### src/lcd4_pkg.sv
package lcd4_pkg;

  localparam int TICK_COUNT_WIDTH = 16;
  localparam int INIT_STEPS       = 12;

  // Configuration register indexes
  localparam logic CFG_TICKS_PER_MS      = 1'b0;
  localparam logic CFG_ENABLE_HIGH_TICKS = 1'b1;

  // Input commands
  localparam logic [1:0] CMD_TICK  = 2'd0;
  localparam logic [1:0] CMD_WRITE = 2'd1;
  localparam logic [1:0] CMD_DATA  = 2'd2;

  // Power-up action kinds
  localparam logic [1:0] ACT_WAIT = 2'd0;
  localparam logic [1:0] ACT_NIB  = 2'd1;
  localparam logic [1:0] ACT_BYTE = 2'd2;

  typedef struct packed {
    logic [1:0] command;
    logic [7:0] byte_value;
  } in_word_t;

  typedef struct packed {
    logic [3:0] data_nibble;
    logic       register_select;
    logic       enable_strobe;
    logic       busy_res;
    logic       accepted;
    logic       init_done;
  } out_word_t;

  typedef struct packed {
    logic [15:0] ticks_per_ms;
    logic [7:0]  enable_high_ticks;
  } cfg_t;

  typedef enum logic [4:0] {
    PH_IDLE  = 5'b00001,
    PH_WAIT  = 5'b00010,
    PH_SETUP = 5'b00100,
    PH_HIGH  = 5'b01000,
    PH_HOLD  = 5'b10000
  } phase_t;

  function automatic logic [1:0] act_kind(input logic [3:0] step);
    case (step)
      4'd0, 4'd2, 4'd4, 4'd7: act_kind = ACT_WAIT;
      4'd1, 4'd3, 4'd5, 4'd6: act_kind = ACT_NIB;
      default:                act_kind = ACT_BYTE;
    endcase
  endfunction

  function automatic logic [7:0] act_val(input logic [3:0] step);
    case (step)
      4'd0:    act_val = 8'd30;
      4'd1:    act_val = 8'h30;
      4'd2:    act_val = 8'd10;
      4'd3:    act_val = 8'h30;
      4'd4:    act_val = 8'd1;
      4'd5:    act_val = 8'h30;
      4'd6:    act_val = 8'h20;
      4'd7:    act_val = 8'd1;
      4'd8:    act_val = 8'h28;
      4'd9:    act_val = 8'h06;
      4'd10:   act_val = 8'h01;
      4'd11:   act_val = 8'h0F;
      default: act_val = 8'h00;
    endcase
  endfunction

endpackage

### src/lcd4_ctrl.sv
module lcd4_ctrl (
  input  logic                clk,
  input  logic                rst_n,
  input  logic                load,
  input  lcd4_pkg::in_word_t  in_word,
  input  lcd4_pkg::cfg_t      cfg,
  output lcd4_pkg::out_word_t res_word
);

  localparam int TW = lcd4_pkg::TICK_COUNT_WIDTH;
  localparam logic [3:0] STEPS = 4'(lcd4_pkg::INIT_STEPS);
  localparam logic [31:0] TICK_CAP = 32'((64'd1 << TW) - 64'd1);

  lcd4_pkg::phase_t phase_r, phase_nxt;
  logic [3:0]    step_r, step_nxt;
  logic [TW-1:0] tick_r, tick_nxt;
  logic [4:0]    ms_r, ms_nxt;
  logic [7:0]    pulse_r, pulse_nxt;
  logic [7:0]    hbyte_r, hbyte_nxt;
  logic          hsel_r, hsel_nxt;
  logic          low_r, low_nxt;
  logic [3:0]    pdata_r, pdata_nxt;
  logic          psel_r, psel_nxt;
  logic          pen_r, pen_nxt;

  logic [31:0]   tpm32;
  logic [TW-1:0] tick_lim;
  logic [TW-1:0] tick_inc;
  logic          fin;
  logic          wr_req;
  logic [3:0]    step_inc;
  logic [7:0]    lval;

  always_comb begin
    tpm32 = 32'(cfg.ticks_per_ms);
    if (tpm32 == 32'd0) begin
      tick_lim = TW'(1);
    end else if (tpm32 > TICK_CAP) begin
      tick_lim = TW'(TICK_CAP);
    end else begin
      tick_lim = TW'(tpm32);
    end
  end

  always_comb begin
    phase_nxt = phase_r;
    step_nxt  = step_r;
    tick_nxt  = tick_r;
    ms_nxt    = ms_r;
    pulse_nxt = pulse_r;
    hbyte_nxt = hbyte_r;
    hsel_nxt  = hsel_r;
    low_nxt   = low_r;
    pdata_nxt = pdata_r;
    psel_nxt  = psel_r;
    pen_nxt   = pen_r;
    fin       = 1'b0;
    tick_inc  = tick_r + TW'(1);
    step_inc  = step_r + 4'd1;
    lval      = lcd4_pkg::act_val(step_inc);
    wr_req    = (in_word.command == lcd4_pkg::CMD_WRITE ||
                 in_word.command == lcd4_pkg::CMD_DATA) &&
                (phase_r == lcd4_pkg::PH_IDLE);

    if (wr_req) begin
      // Latch the byte, put out its high nibble
      hbyte_nxt = in_word.byte_value;
      hsel_nxt  = (in_word.command == lcd4_pkg::CMD_DATA);
      low_nxt   = 1'b1;
      pdata_nxt = in_word.byte_value[7:4];
      psel_nxt  = (in_word.command == lcd4_pkg::CMD_DATA);
      pen_nxt   = 1'b0;
      pulse_nxt = 8'd0;
      phase_nxt = lcd4_pkg::PH_SETUP;
    end else begin
      case (phase_r)
        lcd4_pkg::PH_WAIT: begin
          if (ms_r == 5'd0) begin
            fin = 1'b1;
          end else if (tick_inc >= tick_lim) begin
            tick_nxt = '0;
            ms_nxt   = ms_r - 5'd1;
            fin      = (ms_r == 5'd1);
          end else begin
            tick_nxt = tick_inc;
          end
        end
        lcd4_pkg::PH_SETUP: begin
          pen_nxt   = 1'b1;
          pulse_nxt = 8'd1;
          phase_nxt = lcd4_pkg::PH_HIGH;
        end
        lcd4_pkg::PH_HIGH: begin
          if (pulse_r >= cfg.enable_high_ticks) begin
            pen_nxt   = 1'b0;
            phase_nxt = lcd4_pkg::PH_HOLD;
          end else begin
            pulse_nxt = pulse_r + 8'd1;
          end
        end
        lcd4_pkg::PH_HOLD: begin
          if (low_r) begin
            low_nxt   = 1'b0;
            pdata_nxt = hbyte_r[3:0];
            psel_nxt  = hsel_r;
            pen_nxt   = 1'b0;
            pulse_nxt = 8'd0;
            phase_nxt = lcd4_pkg::PH_SETUP;
          end else if (step_r < STEPS &&
                       lcd4_pkg::act_kind(step_r) == lcd4_pkg::ACT_NIB) begin
            fin = 1'b1;
          end else begin
            // Slow commands (clear, home) need the longer settle
            ms_nxt    = (!hsel_r && hbyte_r < 8'd4) ? 5'd2 : 5'd1;
            tick_nxt  = '0;
            phase_nxt = lcd4_pkg::PH_WAIT;
          end
        end
        default: begin
          phase_nxt = lcd4_pkg::PH_IDLE;
        end
      endcase

      if (fin) begin
        if (step_r < STEPS) begin
          step_nxt = step_inc;
          if (step_inc < STEPS) begin
            case (lcd4_pkg::act_kind(step_inc))
              lcd4_pkg::ACT_WAIT: begin
                ms_nxt    = lval[4:0];
                tick_nxt  = '0;
                phase_nxt = lcd4_pkg::PH_WAIT;
              end
              lcd4_pkg::ACT_NIB: begin
                low_nxt   = 1'b0;
                hsel_nxt  = 1'b0;
                pdata_nxt = lval[7:4];
                psel_nxt  = 1'b0;
                pen_nxt   = 1'b0;
                pulse_nxt = 8'd0;
                phase_nxt = lcd4_pkg::PH_SETUP;
              end
              default: begin
                hbyte_nxt = lval;
                hsel_nxt  = 1'b0;
                low_nxt   = 1'b1;
                pdata_nxt = lval[7:4];
                psel_nxt  = 1'b0;
                pen_nxt   = 1'b0;
                pulse_nxt = 8'd0;
                phase_nxt = lcd4_pkg::PH_SETUP;
              end
            endcase
          end else begin
            phase_nxt = lcd4_pkg::PH_IDLE;
          end
        end else begin
          phase_nxt = lcd4_pkg::PH_IDLE;
        end
      end
    end

    res_word.data_nibble     = pdata_nxt;
    res_word.register_select = psel_nxt;
    res_word.enable_strobe   = pen_nxt;
    res_word.busy_res        = (phase_nxt != lcd4_pkg::PH_IDLE);
    res_word.accepted        = wr_req;
    res_word.init_done       = (step_nxt >= STEPS);
  end

  always_ff @(posedge clk) begin
    if (!rst_n) begin
      phase_r <= lcd4_pkg::PH_WAIT;
      step_r  <= 4'd0;
      tick_r  <= '0;
      ms_r    <= 5'd30;
      pulse_r <= 8'd0;
      hbyte_r <= 8'd0;
      hsel_r  <= 1'b0;
      low_r   <= 1'b0;
      pdata_r <= 4'd0;
      psel_r  <= 1'b0;
      pen_r   <= 1'b0;
    end else if (load) begin
      phase_r <= phase_nxt;
      step_r  <= step_nxt;
      tick_r  <= tick_nxt;
      ms_r    <= ms_nxt;
      pulse_r <= pulse_nxt;
      hbyte_r <= hbyte_nxt;
      hsel_r  <= hsel_nxt;
      low_r   <= low_nxt;
      pdata_r <= pdata_nxt;
      psel_r  <= psel_nxt;
      pen_r   <= pen_nxt;
    end
  end

endmodule

### src/lcd4_out_stage.sv
module lcd4_out_stage (
  input  logic                clk,
  input  logic                rst_n,
  input  logic                in_valid,
  output logic                in_stall,
  output logic                load,
  input  lcd4_pkg::out_word_t res_word,
  output logic                out_valid,
  input  logic                out_stall,
  output lcd4_pkg::out_word_t out_data
);

  logic                valid_r, valid_nxt;
  lcd4_pkg::out_word_t data_r;

  // Hold only while a word sits here and the receiver stalls
  assign in_stall  = valid_r & out_stall;
  assign load      = in_valid & ~in_stall;
  assign valid_nxt = load | (valid_r & out_stall);

  always_ff @(posedge clk) begin
    if (!rst_n) begin
      valid_r <= 1'b0;
    end else begin
      valid_r <= valid_nxt;
    end
  end

  always_ff @(posedge clk) begin
    if (load) begin
      data_r <= res_word;
    end
  end

  assign out_valid = valid_r;
  assign out_data  = data_r;

endmodule

### src/char_lcd_4bit_write_sequencer.sv
// Character LCD write sequencer for a 4-bit HD44780-style bus.
//
// Every word on the input channel is one timing tick. A tick word
// (command 0) only advances the pin sequence; a command-byte word (1) or a
// data-byte word (2) is taken when the sequencer is idle and is otherwise
// dropped with accepted low, in which case it still counts as a tick.
// Each input word yields exactly one output word carrying the pin levels
// (D4..D7, RS, EN) and the busy, accepted and init_done flags after that tick.
//
// The output word is registered: a word taken shows on the output in the
// next cycle. One word per cycle is sustained while the receiver does not
// stall; sequencer state and output register each update as a word is taken.
//
// Reset starts the power-up wait (30 ms), followed by the nibble init and
// the setup bytes 28, 06, 01, 0F; init_done rises when that is through.
// When the receiver stalls, the output word holds and the input is stalled
// in the same cycle, so no tick is lost or counted twice.
// Configuration writes (ticks_per_ms, enable_high_ticks) are registered before use.
module char_lcd_4bit_write_sequencer (
  input  logic                clk,
  input  logic                rst_n,
  input  logic                in_valid,
  output logic                in_stall,
  input  lcd4_pkg::in_word_t  in_data,
  output logic                out_valid,
  input  logic                out_stall,
  output lcd4_pkg::out_word_t out_data,
  input  logic                cfg_we,
  input  logic                cfg_index,
  input  logic [15:0]         cfg_wdata
);

  lcd4_pkg::cfg_t      cfg_r, cfg_nxt;
  lcd4_pkg::out_word_t res_word;
  logic                load;

  // Register file: plain writes, no read-back
  always_comb begin
    cfg_nxt = cfg_r;
    if (cfg_we) begin
      case (cfg_index)
        lcd4_pkg::CFG_TICKS_PER_MS:      cfg_nxt.ticks_per_ms      = cfg_wdata;
        lcd4_pkg::CFG_ENABLE_HIGH_TICKS: cfg_nxt.enable_high_ticks = cfg_wdata[7:0];
        default:                         cfg_nxt = cfg_r;
      endcase
    end
  end

  always_ff @(posedge clk) begin
    if (!rst_n) begin
      cfg_r.ticks_per_ms      <= 16'd1000;
      cfg_r.enable_high_ticks <= 8'd1;
    end else begin
      cfg_r <= cfg_nxt;
    end
  end

  // Sequencer state and next-word logic
  lcd4_ctrl u_ctrl (
    .clk      (clk),
    .rst_n    (rst_n),
    .load     (load),
    .in_word  (in_data),
    .cfg      (cfg_r),
    .res_word (res_word)
  );

  // Output register and handshake
  lcd4_out_stage u_out (
    .clk       (clk),
    .rst_n     (rst_n),
    .in_valid  (in_valid),
    .in_stall  (in_stall),
    .load      (load),
    .res_word  (res_word),
    .out_valid (out_valid),
    .out_stall (out_stall),
    .out_data  (out_data)
  );

endmodule
### config.mk
export PLATFORM = sky130hd
export DESIGN_NAME = char_lcd_4bit_write_sequencer
export DESIGN_NICKNAME = d
export VERILOG_FILES = /design/src/lcd4_pkg.sv /design/src/lcd4_ctrl.sv /design/src/lcd4_out_stage.sv /design/src/char_lcd_4bit_write_sequencer.sv
export SDC_FILE = /design/constraint.sdc
export NUM_CORES = 1
export LEC_CHECK = 0
export BUFFER_PORTS_ARGS = -buffer_cell sky130_fd_sc_hd__clkbuf_2
export CAP_MARGIN = 20
export CORE_ASPECT_RATIO = 0.6
export CORE_MARGIN = 10
export CORE_UTILIZATION = 30
export DETAILED_ROUTE_END_ITERATION = 12
export GPL_TIMING_DRIVEN = 0
export SYNTH_ARGS = -nofsm -noshare
export SYNTH_HDL_FRONTEND = slang
export SYNTH_HIERARCHICAL = 1
export SYNTH_SLANG_ARGS = --single-unit
### constraint.sdc
create_clock -name clk -period 10.3 [get_ports clk]
set_input_delay 1.03 -clock clk [delete_from_list [all_inputs] [get_ports clk]]
set_output_delay 1.03 -clock clk [all_outputs]
set_load 0.02 [all_outputs]
==> results_dict.tcl <==
set metrics [dict create \
    outcome "finished clean" \
    synth.ff_latch_count 89 \
    layout_min_cycle_time_ps 4390 \
    die_area_um2 25800 \
    path_max_fanout 10 \
    num-fill-cells 2074 \
    worst_pin_slew_ps 801 \
    synthSimpleGateAreaFrac_pct 24.0 \
    min_path_type "flop to flop" \
    drt_iter0_markers 475 \
    synth_compound_area_share_pct 23.7 \
    drive_above_1_share_pct 15.1 \
    cts_tree "yes" \
    reg2reg_depth 16 \
    dr.pass1.iters 6 \
    cts_made_buffers 9 \
    ys_types 87 \
    hold_violations 0 \
    cp.arrival_ps 4600 \
    synth_edf_count 9 \
    yosysSeqAreaShare_pct 31.8 \
    slew_violations 0 \
    via_per_inst 5.23 \
    drt_wl_total_um 16700 \
    gr-usage-all-layers_pct 12.7 \
    area_growth_pct 14.3 \
    layout_common_cells "nand2_1 (85), dfxtp_1 (80), nor2_1 (57)" \
    core_um2 19100 \
    ant_nets 0 \
    cts_root_buffer "clkbuf_16" \
    syn_nets 786 \
    vias 5476 \
    cp-start-kind "flop" \
    relSlewSlack_pct 46.2 \
    hpwl_um 12900 \
    cts.clk_slew.worst_paths_ps 70 \
    synthAdderAreaFrac_pct 6.59 \
    synth_top_family_by_area "simple AND/OR/NAND/NOR gates" \
    initial_core_util_pct 30.8 \
    max_cap_viol_count 0 \
    rows 39 \
    post-cts-setup-buffers 0 \
    syn_inst 723 \
    rsz0062_at_grt "false" \
    num_antenna_cells 0 \
    fmax_mhz 228 \
    async_flop_share_pct 0 \
    clk_latency_ps 350 \
    synthXorXnorAreaFrac_pct 2.68 \
    muxShareOfSynthArea_pct 4.36 \
    cp-end-kind "flop" \
    synth_area_um2 5890 \
    route.detailed.drc 0 \
    synth_ff_type "dfxtp_1" \
    postSynthAreaPerCell_um2 8.14 \
    wl_per_cell_um 15.9 \
    fin_tns_setup_ps 0 \
    stdcell_area_um2 6730 \
    grt_pass1_wl_um 26800 \
    io_pins 43 \
    grt_remaining_overflow 0 \
    timing.final.ws_setup_ps 5910 \
    total_power_w 0.000824 \
    antenna_found_initial 0 \
    grt_max_degree 16 \
    path_class "flop to flop" \
    ir_drop_uv 66.4 \
    finalClockSkew_ps 11.4 \
    mostFrequentLayoutCell "nand2_1" \
    period_share_pct 42.6 \
    dieWidth_um 201 \
    ys_warn_count 6 \
    regArea_um2 1870 \
    p_per_area_nw_per_um2 122 \
    place_congestion 0.858 \
    die_h_um 129 \
    grt_pass1_vias 5077 \
    postCtsResizedCells 0 \
    p_leak_nw 2.71 \
    cp.required_ps 10510 \
    multi_input_area_um2 3610 \
    holdPathStages 2 \
    final_net_count 840 \
    cts_sinks 89 \
    htree_levels 3 \
    dpl-instance-area_um2 6440 \
    post-place-ws_ps 6020 \
    io_buffers 42 \
    final-setup-viol-count 0 \
    clock_path_buffers 2 \
    cts_hold_buffers 0 \
]
[cell usage after synthesis, drive strengths merged, types with 12 or more instances]
cell type / count / area share (%)
nand2: 86 / 5.5
dfxtp: 80 / 27
nor2: 60 / 4.0
o21ai: 60 / 5.4
inv: 44 / 2.8
a21oi: 39 / 3.3
ha: 31 / 6.6
nand3: 28 / 2.6
buf: 26 / 3.0
nor3: 26 / 2.6
mux2i: 23 / 3.9
clkbuf: 16 / 1.0
nor4: 13 / 1.7
nand2b: 12 / 1.3
[per-stage QoR]
stage / std cells / hold slack (ps) / utilization (%)
3_3_place_gp: 1031 / 442 / 33.6
3_5_place_dp: 1032 / 446 / 33.7
6_report: 1048 / 456 / 35.2
4_1_cts: 1048 / 462 / 35.2
2_1_floorplan: 723 / 428 / -
5_1_grt: 1048 / 472 / 35.2
[cell type report]
| class | count | area share, % |
|---|---|---|
| clock buffer | 12 | 3.51 |
| clock inverter | 4 | 0.818 |
| tap | 266 | 4.95 |
| sequential | 89 | 27.8 |
| buffer | 42 | 3.48 |
| inverter | 45 | 2.51 |
| multi-input combinational | 547 | 53.7 |
| timing repair buffer | 43 | 3.24 |
[logic make-up after synthesis]
logic type | after synthesis
AO/OA/AOI/OAI | 196
XOR/XNOR | 18
adder cells (fa/ha/maj) | 31
buffers and inverters | 87
flip-flops | 89
multiplexers | 25
AND/OR/NAND/NOR | 277
[critical path, stage by stage, from the launching register on]
cell	delay [ps]
dfxtp_1	460
nand4_1	300
nor4_2	460
nand3_1	280
nor2_1	280
xor2_1	130
ha_1	320
nand2_1	70
nor2_1	340
o311a_1	310
a221o_1	260
buf_6	170
buf_2	230
a41oi_1	140
mux2i_1	190
xnor2_1	200
nor2_1	90
[routing by layer]
| layer | part of all wire (%) | global-route usage [%] |
|---|---|---|
| met1 | 53 | 19.1 |
| met2 | 39 | 17.5 |
| met3 | 6.6 | 3.08 |
| met4 | 0.80 | 2.79 |
| met5 | 0 | 0 |
[sequential cells by signal, summed over array words and instances, names as in the netlist, named ones only]
register and count:
cfg_r 24, u_ctrl/tick_r 16, u_out/out_data 9, u_ctrl/hbyte_r 8
u_ctrl/pulse_r 8, u_ctrl/ms_r 5, u_ctrl/phase_r 5, u_ctrl/pdata_r 4
u_ctrl/step_r 4, u_ctrl/hsel_r 1, u_ctrl/low_r 1, u_ctrl/pen_r 1
u_ctrl/psel_r 1, u_out/out_valid 1
[where the power goes]
| part | leakage (nW) | switching, W | internal (W) |
|---|---|---|---|
| Clock | 0.137 | 0.000142 | 0.000189 |
| Combinational | 1.83 | 0.0000737 | 0.0000437 |
| Sequential | 0.742 | 0.0000116 | 0.000364 |
| Total | 2.71 | 0.000227 | 0.000597 |
[path summary, 6_finish.rpt]
kind                                      start                     to  slack (ps)
setup / recovery  u_ctrl/tick_r[2]$_SDFFE_PN0P_                   flop        5910
hold / removal            cfg_r[6]$_SDFFE_PN0P_  cfg_r[6]$_SDFFE_PN0P_         460
setup reg to reg  u_ctrl/tick_r[2]$_SDFFE_PN0P_                   flop        5910
hold reg to reg           cfg_r[6]$_SDFFE_PN0P_  cfg_r[6]$_SDFFE_PN0P_         460
Note: power is estimated with default switching activity, not from simulation.
